--- src/arpc_pkg.sv ---
// Package for the ARP cache with aging: payload types, codes and field constants.
// No dependencies.
`default_nettype none
package arpc_pkg;

	localparam logic [15:0] HW_TYPE_ETH  = 16'h0001;
	localparam logic [15:0] PROTO_IPV4   = 16'h0800;
	localparam logic [7:0]  HW_LEN_ETH   = 8'd6;
	localparam logic [7:0]  PROTO_LEN_IP = 8'd4;
	localparam logic [15:0] OP_REQUEST   = 16'd1;
	localparam logic [15:0] OP_REPLY     = 16'd2;
	localparam logic [47:0] MAC_BCAST    = {48{1'b1}};

	localparam logic [2:0] CFG_MY_IP         = 3'd0;
	localparam logic [2:0] CFG_MY_MAC        = 3'd1;
	localparam logic [2:0] CFG_VALID_TICKS   = 3'd2;
	localparam logic [2:0] CFG_PENDING_TICKS = 3'd3;
	localparam logic [2:0] CFG_RETRY_LIMIT   = 3'd4;

	typedef enum logic [2:0] {
		ACT_IDLE    = 3'd0,
		ACT_REPLY   = 3'd1,
		ACT_REQUEST = 3'd2,
		ACT_REJECT  = 3'd3,
		ACT_LEARN   = 3'd4
	} action_t;

	typedef enum logic [1:0] {
		STS_OK     = 2'd0,
		STS_SHORT  = 2'd1,
		STS_FORMAT = 2'd2,
		STS_NOTUS  = 2'd3
	} status_t;

	typedef enum logic [1:0] {
		ENT_FREE    = 2'd0,
		ENT_BUSY    = 2'd1,
		ENT_PENDING = 2'd2,
		ENT_UNUSED  = 2'd3
	} entry_st_t;

	typedef struct packed {
		logic        mode;
		logic        frame_short;
		logic [15:0] hw_type;
		logic [15:0] proto_type;
		logic [7:0]  hw_len;
		logic [7:0]  proto_len;
		logic [15:0] opcode;
		logic [31:0] sender_ip;
		logic [47:0] sender_mac;
		logic [31:0] target_ip;
	} arp_in_t;

	typedef struct packed {
		action_t     action;
		status_t     status;
		logic [31:0] dest_ip;
		logic [47:0] dest_mac;
		logic        last;
	} arp_out_t;

endpackage
`default_nettype wire

--- src/arp_cache_with_aging_top.sv ---
// ARP cache with aging, top level: sequencer walking the entry table with one
// shared compare and one shared decrement unit. Depends on arpc_pkg.
//
// Usage: drive a word on in with start high; it is taken when busy is low.
// busy falls once the item's final result word (last set) is out; for a tick
// that word shows in the first cycle after busy falls.
// Each result sits on out for one cycle with out_valid high; the receiver
// cannot stall, so results leave at once.
// Config: cfg_we, cfg_addr and cfg_data write one register per cycle; write
// only while busy is low.
// Flow: a rejected packet ends after the checks. An accepted packet scans the
// table for a matching IP, one entry per cycle; a request's reply word leaves
// right after the checks, the learned word at the end. A tick walks every
// entry once, one entry per cycle through the shared decrementer; each request
// word is held back until the next one is found so the final one can carry
// last, and the final word (request or idle) leaves after the walk.
// Reset clears all entries to free, the victim pointer to zero and the
// registers to their defaults; no clearing pass is needed.
`default_nettype none
module arp_cache_with_aging_top
	import arpc_pkg::*;
#(
	parameter int TABLE_ENTRIES = 8
) (
	input  wire logic        clk,
	input  wire logic        arst_n,
	input  wire logic        start,
	output      logic        busy,
	input  wire arp_in_t     in,
	output      logic        out_valid,
	output      arp_out_t    out,
	input  wire logic        cfg_we,
	input  wire logic [2:0]  cfg_addr,
	input  wire logic [47:0] cfg_data
);
	localparam int IW = $clog2(TABLE_ENTRIES);

	typedef enum logic [5:0] {
		S_IDLE  = 6'b000001,
		S_CHECK = 6'b000010,
		S_SCAN  = 6'b000100,
		S_WRITE = 6'b001000,
		S_AGE   = 6'b010000,
		S_DONE  = 6'b100000
	} state_t;

	state_t state_q;
	arp_in_t in_q;
	logic [31:0] my_ip_q;
	logic [47:0] my_mac_q;
	logic [15:0] valid_ticks_q, pending_ticks_q;
	logic [3:0]  retry_limit_q;
	entry_st_t   st_q [TABLE_ENTRIES];
	logic [31:0] ip_q [TABLE_ENTRIES];
	logic [47:0] mac_q [TABLE_ENTRIES];
	logic [15:0] tmr_q [TABLE_ENTRIES];
	logic [3:0]  rty_q [TABLE_ENTRIES];
	logic [IW-1:0] vic_q, idx_q, slot_q;
	logic found_q, any_q;
	logic [31:0] hold_ip_q;

	logic [15:0] tmr_dec;
	logic [3:0]  rty_dec;
	logic hit, scan_end, age_req;
	entry_st_t cur_st;

	assign cur_st   = st_q[idx_q];
	assign tmr_dec  = tmr_q[idx_q] - 16'd1;
	assign rty_dec  = rty_q[idx_q] - 4'd1;
	assign hit      = (cur_st == ENT_BUSY || cur_st == ENT_PENDING) &&
		ip_q[idx_q] == in_q.sender_ip;
	assign scan_end = idx_q == IW'(TABLE_ENTRIES - 1);
	assign age_req  = tmr_dec == 16'd0 &&
		(cur_st == ENT_BUSY || (cur_st == ENT_PENDING && rty_dec != 4'd0));
	assign busy     = state_q != S_IDLE;

	always_ff @(posedge clk or negedge arst_n) begin
		if (!arst_n) begin
			my_ip_q <= '0;
			my_mac_q <= '0;
			valid_ticks_q <= 16'd1200;
			pending_ticks_q <= 16'd3;
			retry_limit_q <= 4'd5;
		end else if (cfg_we) begin
			case (cfg_addr)
				CFG_MY_IP:         my_ip_q <= cfg_data[31:0];
				CFG_MY_MAC:        my_mac_q <= cfg_data;
				CFG_VALID_TICKS:   valid_ticks_q <= cfg_data[15:0];
				CFG_PENDING_TICKS: pending_ticks_q <= cfg_data[15:0];
				CFG_RETRY_LIMIT:   retry_limit_q <= cfg_data[3:0];
				default: ;
			endcase
		end
	end

	always_ff @(posedge clk) begin
		if (state_q == S_IDLE && start)
			in_q <= in;
		if (state_q == S_WRITE) begin
			ip_q[slot_q] <= in_q.sender_ip;
			mac_q[slot_q] <= in_q.sender_mac;
			tmr_q[slot_q] <= valid_ticks_q;
			rty_q[slot_q] <= retry_limit_q;
		end
		if (state_q == S_AGE) begin
			if (cur_st == ENT_BUSY) begin
				tmr_q[idx_q] <= (tmr_dec == 16'd0) ? pending_ticks_q : tmr_dec;
				if (tmr_dec == 16'd0)
					rty_q[idx_q] <= retry_limit_q;
			end else if (cur_st == ENT_PENDING) begin
				tmr_q[idx_q] <= (tmr_dec == 16'd0 && rty_dec != 4'd0) ?
					pending_ticks_q : tmr_dec;
				if (tmr_dec == 16'd0)
					rty_q[idx_q] <= rty_dec;
			end
		end
	end

	always_ff @(posedge clk or negedge arst_n) begin
		if (!arst_n) begin
			state_q <= S_IDLE;
			for (int i = 0; i < TABLE_ENTRIES; i++)
				st_q[i] <= ENT_FREE;
			vic_q <= '0;
			idx_q <= '0;
			slot_q <= '0;
			found_q <= 1'b0;
			any_q <= 1'b0;
			hold_ip_q <= '0;
			out_valid <= 1'b0;
			out <= '0;
		end else begin
			out_valid <= 1'b0;
			case (state_q)
				S_IDLE: begin
					idx_q <= '0;
					found_q <= 1'b0;
					any_q <= 1'b0;
					if (start)
						state_q <= in.mode ? S_CHECK : S_AGE;
				end
				S_CHECK: begin
					out.dest_ip <= '0;
					out.dest_mac <= '0;
					out.action <= ACT_REJECT;
					out.last <= 1'b1;
					if (in_q.frame_short) begin
						out.status <= STS_SHORT;
						out_valid <= 1'b1;
						state_q <= S_DONE;
					end else if (in_q.hw_type != HW_TYPE_ETH || in_q.proto_type != PROTO_IPV4 ||
						in_q.hw_len != HW_LEN_ETH || in_q.proto_len != PROTO_LEN_IP ||
						(in_q.opcode != OP_REQUEST && in_q.opcode != OP_REPLY)) begin
						out.status <= STS_FORMAT;
						out_valid <= 1'b1;
						state_q <= S_DONE;
					end else if (in_q.target_ip != my_ip_q) begin
						out.status <= STS_NOTUS;
						out_valid <= 1'b1;
						state_q <= S_DONE;
					end else begin
						state_q <= S_SCAN;
						if (in_q.opcode == OP_REQUEST) begin
							out.action <= ACT_REPLY;
							out.status <= STS_OK;
							out.dest_ip <= in_q.sender_ip;
							out.dest_mac <= in_q.sender_mac;
							out.last <= 1'b0;
							out_valid <= 1'b1;
						end
					end
				end
				S_SCAN: begin
					if (hit && !found_q) begin
						found_q <= 1'b1;
						slot_q <= idx_q;
					end
					if (scan_end) begin
						state_q <= S_WRITE;
						if (!(found_q || hit)) begin
							slot_q <= vic_q;
							vic_q <= (vic_q == IW'(TABLE_ENTRIES - 1)) ? '0 : vic_q + 1'b1;
						end
					end else
						idx_q <= idx_q + 1'b1;
				end
				S_WRITE: begin
					st_q[slot_q] <= ENT_BUSY;
					out.action <= ACT_LEARN;
					out.status <= STS_OK;
					out.dest_ip <= in_q.sender_ip;
					out.dest_mac <= in_q.sender_mac;
					out.last <= 1'b1;
					out_valid <= 1'b1;
					state_q <= S_DONE;
				end
				S_AGE: begin
					if (cur_st == ENT_BUSY && tmr_dec == 16'd0)
						st_q[idx_q] <= ENT_PENDING;
					else if (cur_st == ENT_PENDING && tmr_dec == 16'd0 && rty_dec == 4'd0)
						st_q[idx_q] <= ENT_FREE;
					if (age_req) begin
						if (any_q) begin
							out.action <= ACT_REQUEST;
							out.status <= STS_OK;
							out.dest_ip <= hold_ip_q;
							out.dest_mac <= MAC_BCAST;
							out.last <= 1'b0;
							out_valid <= 1'b1;
						end
						hold_ip_q <= ip_q[idx_q];
						any_q <= 1'b1;
					end
					if (scan_end)
						state_q <= S_DONE;
					else
						idx_q <= idx_q + 1'b1;
				end
				S_DONE: begin
					// tick tail: held final request or the idle word
					if (!in_q.mode) begin
						out.action <= any_q ? ACT_REQUEST : ACT_IDLE;
						out.status <= STS_OK;
						out.dest_ip <= any_q ? hold_ip_q : '0;
						out.dest_mac <= any_q ? MAC_BCAST : '0;
						out.last <= 1'b1;
						out_valid <= 1'b1;
					end
					state_q <= S_IDLE;
				end
				default: state_q <= S_IDLE;
			endcase
		end
	end
endmodule
`default_nettype wire

--- config.mk ---
export PLATFORM = sky130hd
export DESIGN_NAME = arp_cache_with_aging_top
export DESIGN_NICKNAME = d
export VERILOG_FILES = /design/src/arpc_pkg.sv /design/src/arp_cache_with_aging_top.sv
export SDC_FILE = /design/constraint.sdc
export NUM_CORES = 1
export LEC_CHECK = 0
export ABC_AREA = 1
export BUFFER_PORTS_ARGS = -buffer_cell sky130_fd_sc_hd__buf_2
export CAP_MARGIN = 20
export CORE_MARGIN = 2
export CORE_UTILIZATION = 60
export CTS_CLUSTER_DIAMETER = 120
export DETAILED_ROUTE_END_ITERATION = 8
export PLACE_DENSITY = 0.8
export SLEW_MARGIN = 20
export SYNTH_ARGS = -nofsm -noshare
export SYNTH_HDL_FRONTEND = slang
export SYNTH_SLANG_ARGS = --single-unit
--- constraint.sdc ---
create_clock -name clk -period 12.8 [get_ports clk]
set_input_delay 1.92 -clock clk [delete_from_list [all_inputs] [get_ports clk]]
set_output_delay 1.92 -clock clk [all_outputs]
set_load 0.01 [all_outputs]
==> results of run 1 <==
-- cell usage in the layout, fill, tap and decap left out, types with 10 or more instances in the layout --
cell type	n
buf_4	44
o21ai_2	61
clkbuf_16	83
o21ai_0	129
nand4_1	54
edfxtp_1	594
clkinv_1	19
clkinv_2	20
a22oi_1	16
dfrtp_1	210
nor2_4	14
ha_1	11
inv_1	357
nor4_1	26
nor2_1	242
nor2_2	17
xnor2_1	19
nand3_1	171
a21oi_1	83
inv_2	10
o221ai_1	48
nand2_1	1006
or2_2	10
buf_2	303
mux2_2	15
o21ai_1	33
o31a_1	32
-- tightest hold or removal path, delay by kind of cell, from the launching register on --
family,cells,cell delay [ps]
DFF,1,340
and+or+nand+nor,2,100
-- final timing paths --
check	cells after the start	from	endpoint	slack (ps)
max	20	idx_q[0]	out[62]	6040
min	2	out[85]	out[85]	470
max reg2reg	20	idx_q[0]	out[62]	6040
min reg2reg	2	out[85]	out[85]	470
max in group asynchronous	2	arst_n	out[50]	10000
min in group asynchronous	1	arst_n	my_ip_q[8]	1350
-- cell type report --
cell class / instances / area share (%)
timing repair buffer: 350 / 4.70
inverter: 375 / 3.48
tap: 773 / 2.39
sequential: 814 / 57.7
clock buffer: 95 / 5.31
multi-input combinational: 2082 / 25.1
clock inverter: 56 / 1.32
antenna: 6 / 0.0371
-- registers in the layout (all words and copies together), names as in the netlist, named ones only --
register         flops
slot_q               3
idx_q                3
vic_q                3
pending_ticks_q     16
valid_ticks_q       16
out                 86
state_q              6
hold_ip_q           32
ip_q               256
in_q               178
st_q                 8
tmr_q              128
any_q                1
rty_q               32
out_valid            1
found_q              1
my_ip_q             32
retry_limit_q        4
-- per-stage QoR --
step	util, %	total power, mW	area (um2)	cells	setup WS, ps
2_1_floorplan	-	4.54	35700	3422	2590
3_3_place_gp	64.1	4.94	37700	4392	6300
3_5_place_dp	64.1	4.99	37800	4392	6180
4_1_cts	68.6	7.35	40400	4543	6140
5_1_grt	68.7	7.67	40500	4550	5630
6_report	68.7	7.37	40500	4551	6040
-- power by group through the flow --
stage	combinational [mW]	sequential, mW	clock [mW]
finish	1.53	3.46	2.38
global route	1.69	3.49	2.49
CTS	1.50	3.46	2.39
detailed placement	1.49	3.50	0
global placement	1.45	3.49	0
floorplan	1.03	3.52	0
-- cells by family (layout without fill, tap and decap cells) --
kind of cell,after synthesis,in the layout,synth area share (%)
other cells,0,6,0
compound gates,450,450,8.28
simple gates,1580,1580,18.4
fa+ha+maj,11,11,0.386
xor+xnor,26,26,0.639
buf+inv,526,876,6.30
mux,15,15,0.474
flops,814,814,65.5
-- routing by layer --
| layer | vias up | wire length [um] |
|---|---|---|
| met2 | 1336 | 44000 |
| met5 | - | 27 |
| met4 | 4 | 3240 |
| met3 | 244 | 8700 |
| met1 | 12349 | 33700 |
| li1 | 12094 | - |
==> metrics.csv, run 1 <==
stage;metric;value;unit
power;Logic pwr share;20.7;%
synthesis;post-synth cell types;52;
synthesis;Ys Warns;0;
placed_design;routability cong.;0.907;
route;via count;26027;
synthesis;top post-synthesis cells by area;edfxtp_1, dfrtp_1, nand2_1, inv_1, nor2_1;
floorplan;full die area;0.0614;mm2
sta;final setup vio count;0;
sta;Final Max Tran Viols;0;
critical_path;Cell Chain, Critical Path;inv_4 -> buf_4 -> nand2_2 -> inv_2 -> nand2_1 -> nand2_1 -> inv_1 -> nand4_1 -> inv_1 -> ha_1 -> xnor2_1 -> nand2_1 -> nand3b_1 -> a21oi_2 -> o21ai_2 -> nand3_4 -> buf_4 -> buf_4 -> nand2_1 -> o21ai_2;
synthesis;most common cell in the synthesized netlist;nand2_1;
route;Post-DRT Antenna Nets;0;
min_path;Hold/Removal Path Class;reg2reg;
route;DRT Pass-1 Iters;7;
clock_network;TritonCTS buffer count;81;
finish;area grow syn2layout;13.6;%
power;Flop pwr share;47.0;%
sta;Final period util;52.8;%
synthesis;syn nets;3666;
critical_path;slowest stage delay, CP;820;ps
clock_network;Clock Latency Late Sink;650;ps
power;Clock power frac;32.3;%
route;Total Routed Length;89600;um
clock_network;Root Buffer;clkbuf_16;
sta;max frequency;0.148;GHz
clock_network;Max clock buf depth;3;
sta;clk_skew;30.8;ps
critical_path;critical path class;reg2reg;
clock_network;# Post-CTS Setup Buffers;0;
synthesis;cell accounting for the most synthesized area;edfxtp_1;
synthesis;Mean Syn Cell Area;10.4;um2
outcome;status;complete, no violations;
finish;fill count;4120;
synthesis;Post-synth EDFFs;594;
clock_network;Hold-fix buffers, CTS;0;
critical_path;crit-path most repeated cell;nand2_1;
synthesis;Netlist Area Pre-Place;0.0357;mm2
synthesis;commonest cells in the netlist;nand2_1, edfxtp_1, inv_1, nor2_1, dfrtp_1;
synthesis;Post-Syn Instances;3422;
clock_network;total clock sinks;814;
power;Max VDD drop;137;uV
placed_design;number of port buffers;304;
floorplan;Row Count;89;
floorplan;Ports;321;
critical_path;Arr. time, crit path;7320;ps
global_routing;met1 Use GR;37.8;%
power;Static Leak;17.3;nW
critical_path;CP Capture Type;flip-flop;
global_routing;vias in the first global route;24859;
finish;share of layout cells above drive strength 1;16.8;%
flow_run;Max-Cap Viols;0;
synthesis;#FFs+latches synth;814;
finish;# nets final;3948;
floorplan;die width;248;um
route;drt wl/cell;19.7;um
sta;actual slew at the worst max-slew pin;1110;ps
critical_path;startpoint type of the worst setup path;flip-flop;
route;initial DRC count;2766;
global_routing;busiest grt layer;met2;
clock_network;H-tree Lvls;3;
finish;register area;0.0234;mm2
global_routing;largest net degree at the start of global routing;111;
sta;relative slew slack;25.9;%
sta;unrepaired setup endpoints after global routing;no;
clock_network;CTS tree;yes;
route;vias per cell;5.72;
global_routing;initial antenna violation count;7;
critical_path;CP Buf/Inv Count;7;
floorplan;Initial Util;60.5;%
sta;setup TNS;0;ps
sta;Fin Hold WS;471;ps
critical_path;delay-heaviest family, CP;buffers and inverters;
global_routing;grt met2 use;47.9;%
floorplan;core outline area;0.0589;mm2
floorplan;die extent in y;248;um
critical_path;Worst Path Required;13360;ps
clock_network;CTS clk-pin slew, worst paths;60;ps
global_routing;Tot GR Track Use;29.2;%
synthesis;asr flop ratio synth;27.0;%
power;switching share of total power;31.8;%
critical_path;critical path peak fanout;94;
synthesis;ys flop type;edfxtp_1;
synthesis;post-synthesis sequential area ratio;65.5;%
global_routing;met3 GRT Util;6.02;%
synthesis;post-synth top area share;50.0;%
power;pwr dens;182;mW/mm2
power;Net Sw Power;2.34;mW
power;Int Pwr;5.03;mW
critical_path;Max stage delay cell, worst path;buf_4;
clock_network;post-CTS sizing;0;
route;DRC viols;0;
sta;Final min period;6760;ps
finish;multi-input logic area;0.0102;mm2
sta;final hold vios;0;
global_routing;global-route wire length before repair;137000;um
global_routing;GR Overflow Total;0;
placed_design;Final HPWL DP;56500;um
Note: power is estimated with default switching activity, not from simulation.
==> run 2: changes to the inputs <==
--- a/config.mk
+++ b/config.mk
@@ -5,11 +5,11 @@
 export SDC_FILE = /design/constraint.sdc
 export NUM_CORES = 1
 export LEC_CHECK = 0
-export ABC_AREA = 1
+export ABC_AREA = 0
 export BUFFER_PORTS_ARGS = -buffer_cell sky130_fd_sc_hd__buf_2
 export CAP_MARGIN = 20
 export CORE_MARGIN = 2
-export CORE_UTILIZATION = 60
+export CORE_UTILIZATION = 59
 export CTS_CLUSTER_DIAMETER = 120
 export DETAILED_ROUTE_END_ITERATION = 8
 export PLACE_DENSITY = 0.8
==> constraint.sdc (replaced) <==
create_clock -name clk -period 6.39 [get_ports clk]
set_input_delay 0.9585 -clock clk [delete_from_list [all_inputs] [get_ports clk]]
set_output_delay 0.9585 -clock clk [all_outputs]
set_load 0.01 [all_outputs]
==> run 2 against run 1 <==
Against the previous run: flip-flop and latch count unchanged; worst hold slack got worse by 160 ps; critical endpoint is now rty_q[7][0]; critical path type unchanged; cell count decreased by 32%.
==> metrics.csv, run 2 <==
stage;metric;value;unit
sta;final setup vio count;0;
finish;cell area after layout;0.0382;mm2
sta;unrepaired setup endpoints after global routing;no;
critical_path;startpoint type of the worst setup path;flip-flop;
clock_network;Root Buffer;clkbuf_16;
placed_design;number of port buffers;304;
critical_path;delay-heaviest family, CP;compound AO/OA/AOI/OAI gates;
synthesis;post-synth top area share;53.8;%
finish;area grow syn2layout;15.3;%
finish;most common cell after layout, fill and taps aside;edfxtp_1;
power;pwr dens;392;mW/mm2
critical_path;Arr. time, crit path;5450;ps
finish;fill count;3535;
global_routing;initial antenna violation count;9;
route;vias per cell;6.28;
route;max layer used;met5;
power;Logic pwr share;20.6;%
synthesis;Netlist Area Pre-Place;0.0331;mm2
min_path;Hold/Removal Path Class;in2async;
global_routing;largest net degree at the start of global routing;95;
sta;setup TNS;0;ps
route;initial DRC count;1715;
critical_path;critical path class;reg2reg;
power;Static Leak;14.2;nW
clock_network;# Post-CTS Setup Buffers;0;
sta;Final min period;5200;ps
outcome;status;complete, no violations;
route;drt wl/cell;25.6;um
power;Int Pwr;10.7;mW
power;switching share of total power;28.8;%
sta;max frequency;0.192;GHz
finish;Biggest register;ip_q;
clock_network;CTS tree;yes;
sta;Final period util;81.3;%
floorplan;Row Count;86;
floorplan;Initial Util;59.9;%
synthesis;Ys Warns;0;
clock_network;Clock Latency Late Sink;630;ps
synthesis;Post-Syn Instances;1964;
clock_network;Hold-fix buffers, CTS;0;
route;DRC viols;0;
flow_run;Max-Cap Viols;0;
route;M1 WL;30600;um
synthesis;post-synth cell types;84;
synthesis;commonest cells in the netlist;edfxtp_1, dfrtp_1, mux2_2, o2bb2ai_2, nand2_1;
clock_network;TritonCTS buffer count;79;
global_routing;vias in the first global route;20196;
critical_path;critical path peak fanout;54;
synthesis;Mean Syn Cell Area;16.9;um2
synthesis;post-synthesis sequential area ratio;70.5;%
power;Max VDD drop;307;uV
sta;relative slew slack;27.8;%
placed_design;Final HPWL DP;48500;um
synthesis;ys flop type;edfxtp_1;
sta;clk_skew;27.3;ps
synthesis;syn nets;2208;
synthesis;top post-synthesis cells by area;edfxtp_1, dfrtp_1, mux2_2, o2bb2ai_2, mux4_2;
synthesis;cell accounting for the most synthesized area;edfxtp_1;
floorplan;die extent in y;241;um
route;Total Routed Length;79500;um
floorplan;full die area;0.0581;mm2
sta;final hold vios;0;
critical_path;slowest stage delay, CP;890;ps
route;via count;19528;
floorplan;core outline area;0.0553;mm2
finish;most frequent cells in the layout;edfxtp_1, buf_2, dfrtp_1;
synthesis;most common cell in the synthesized netlist;edfxtp_1;
floorplan;die width;241;um
synthesis;asr flop ratio synth;27.0;%
power;Clock power frac;31.8;%
finish;flip-flop count of the largest register after layout;256;
critical_path;Cell Chain, Critical Path;nand2b_1 -> o32ai_1 -> nor3_4 -> ha_1 -> inv_1 -> a2111oi_0 -> o21ai_1 -> a2111oi_0 -> nand4b_4 -> o21bai_1 -> o21ai_1;
placed_design;routability cong.;0.872;
power;Flop pwr share;47.5;%
global_routing;global-route wire length before repair;120000;um
critical_path;Max stage delay cell, worst path;dfrtp_4;
global_routing;Tot GR Track Use;27.7;%
clock_network;total clock sinks;814;
placed_design;area post-placement;0.0356;mm2
sta;actual slew at the worst max-slew pin;1080;ps
clock_network;post-CTS sizing;0;
critical_path;CP Buf/Inv Count;1;
route;WL met3;7610;um
global_routing;GR Overflow Total;0;
finish;share of layout cells above drive strength 1;32.7;%
power;Net Sw Power;4.31;mW
floorplan;Ports;321;
route;Post-DRT Antenna Nets;0;
synthesis;#FFs+latches synth;814;
sta;Final Max Tran Viols;0;
clock_network;Max clock buf depth;3;
route;DRT Pass-1 Iters;6;
finish;top flop regs;ip_q (256), in_q (178), tmr_q (128);
finish;# nets final;2536;
synthesis;Post-synth EDFFs;594;
route;DR WL met2;38800;um
critical_path;Worst Path Required;6640;ps
clock_network;CTS clk-pin slew, worst paths;60;ps
critical_path;CP Capture Type;flip-flop;
clock_network;H-tree Lvls;3;
## run 2: cell types whose count changed after synthesis, sizes merged, moves of 36 or more
| cell | previous run | this run |
|---|---|---|
| o2bb2ai | 1 | 82 |
| xnor2 | 19 | 58 |
| mux2i | 0 | 52 |
| mux4 | 0 | 49 |
| nor2 | 274 | 50 |
| a221oi | 4 | 40 |
| o21ai | 223 | 59 |
| mux2 | 15 | 135 |
| o221ai | 48 | 12 |
| inv | 368 | 24 |
| nand2 | 1014 | 65 |
| nand3 | 177 | 26 |
## run 2: per-stage QoR
| step | std cells | setup WS (ps) | hold WS (ps) | total power [mW] | utilization (%) |
|---|---|---|---|---|---|
| detailed placement | 2959 | 1210 | 468 | 10.2 | 64.3 |
| global route | 3111 | 885 | 369 | 15.5 | 69.1 |
| floorplan | 1964 | 50.1 | 459 | 9.25 | - |
| CTS | 3106 | 1160 | 344 | 15.0 | 69.1 |
| global placement | 2959 | 1340 | 458 | 10.1 | 64.3 |
| finish | 3111 | 1190 | 309 | 15.0 | 69.1 |
## run 2: path summary, 6_finish.rpt
kind | cells past startpoint | startpoint | to | slack (ps)
max | 11 | idx_q[1] | rty_q[7][0] | 1190
min | 1 | arst_n | pending_ticks_q[5] | 310
max reg2reg | 11 | idx_q[1] | rty_q[7][0] | 1190
min reg2reg | 1 | out[85] | out[85] | 470
max in group asynchronous | 2 | arst_n | idx_q[1] | 4670
min in group clk | 1 | out[85] | out[85] | 470
## run 2: power groups by stage
stage                     clock, mW  combinational, mW  sequential, mW
after global placement            0               2.96            7.17
after floorplan                   0               2.10            7.15
after global routing           5.02               3.31            7.19
final                          4.77               3.09            7.12
after detailed placement          0               3.05            7.20
after CTS                      4.81               3.08            7.12
## run 2: routing by layer
metal,up-vias,track usage [%]
met3,176,6.95
met5,-,0
met1,9868,37.0
met4,10,10.4
met2,1018,44.5
li1,8456,-
## run 2: cells by family after synthesis
logic type / synth area share [%]
flip-flops: 70.5
AO/OA/AOI/OAI: 10.4
AND/OR/NAND/NOR: 4.92
multiplexers: 9.61
buffers and inverters: 2.08
XOR/XNOR: 2.09
adder cells (fa/ha/maj): 0.415
## run 2: worst reg2reg max path, cell delays in order (launching register included)
cell	delay [ps]
dfrtp_4	890
nand2b_1	500
o32ai_1	210
nor3_4	380
ha_1	310
inv_1	100
a2111oi_0	360
o21ai_1	170
a2111oi_0	890
nand4b_4	180
o21bai_1	340
o21ai_1	500
## run 2: cell type report
type	instances	area [um2]	area share, %
flip-flops and latches	814	23400	61.1
multi-input cells	1017	9200	24.1
clock buffers	106	2180	5.71
repair buffers	353	1970	5.14
well taps	748	936	2.45
clock inverters	41	457	1.20
inverters	27	103	0.268
diodes	5	12.5	0.0327
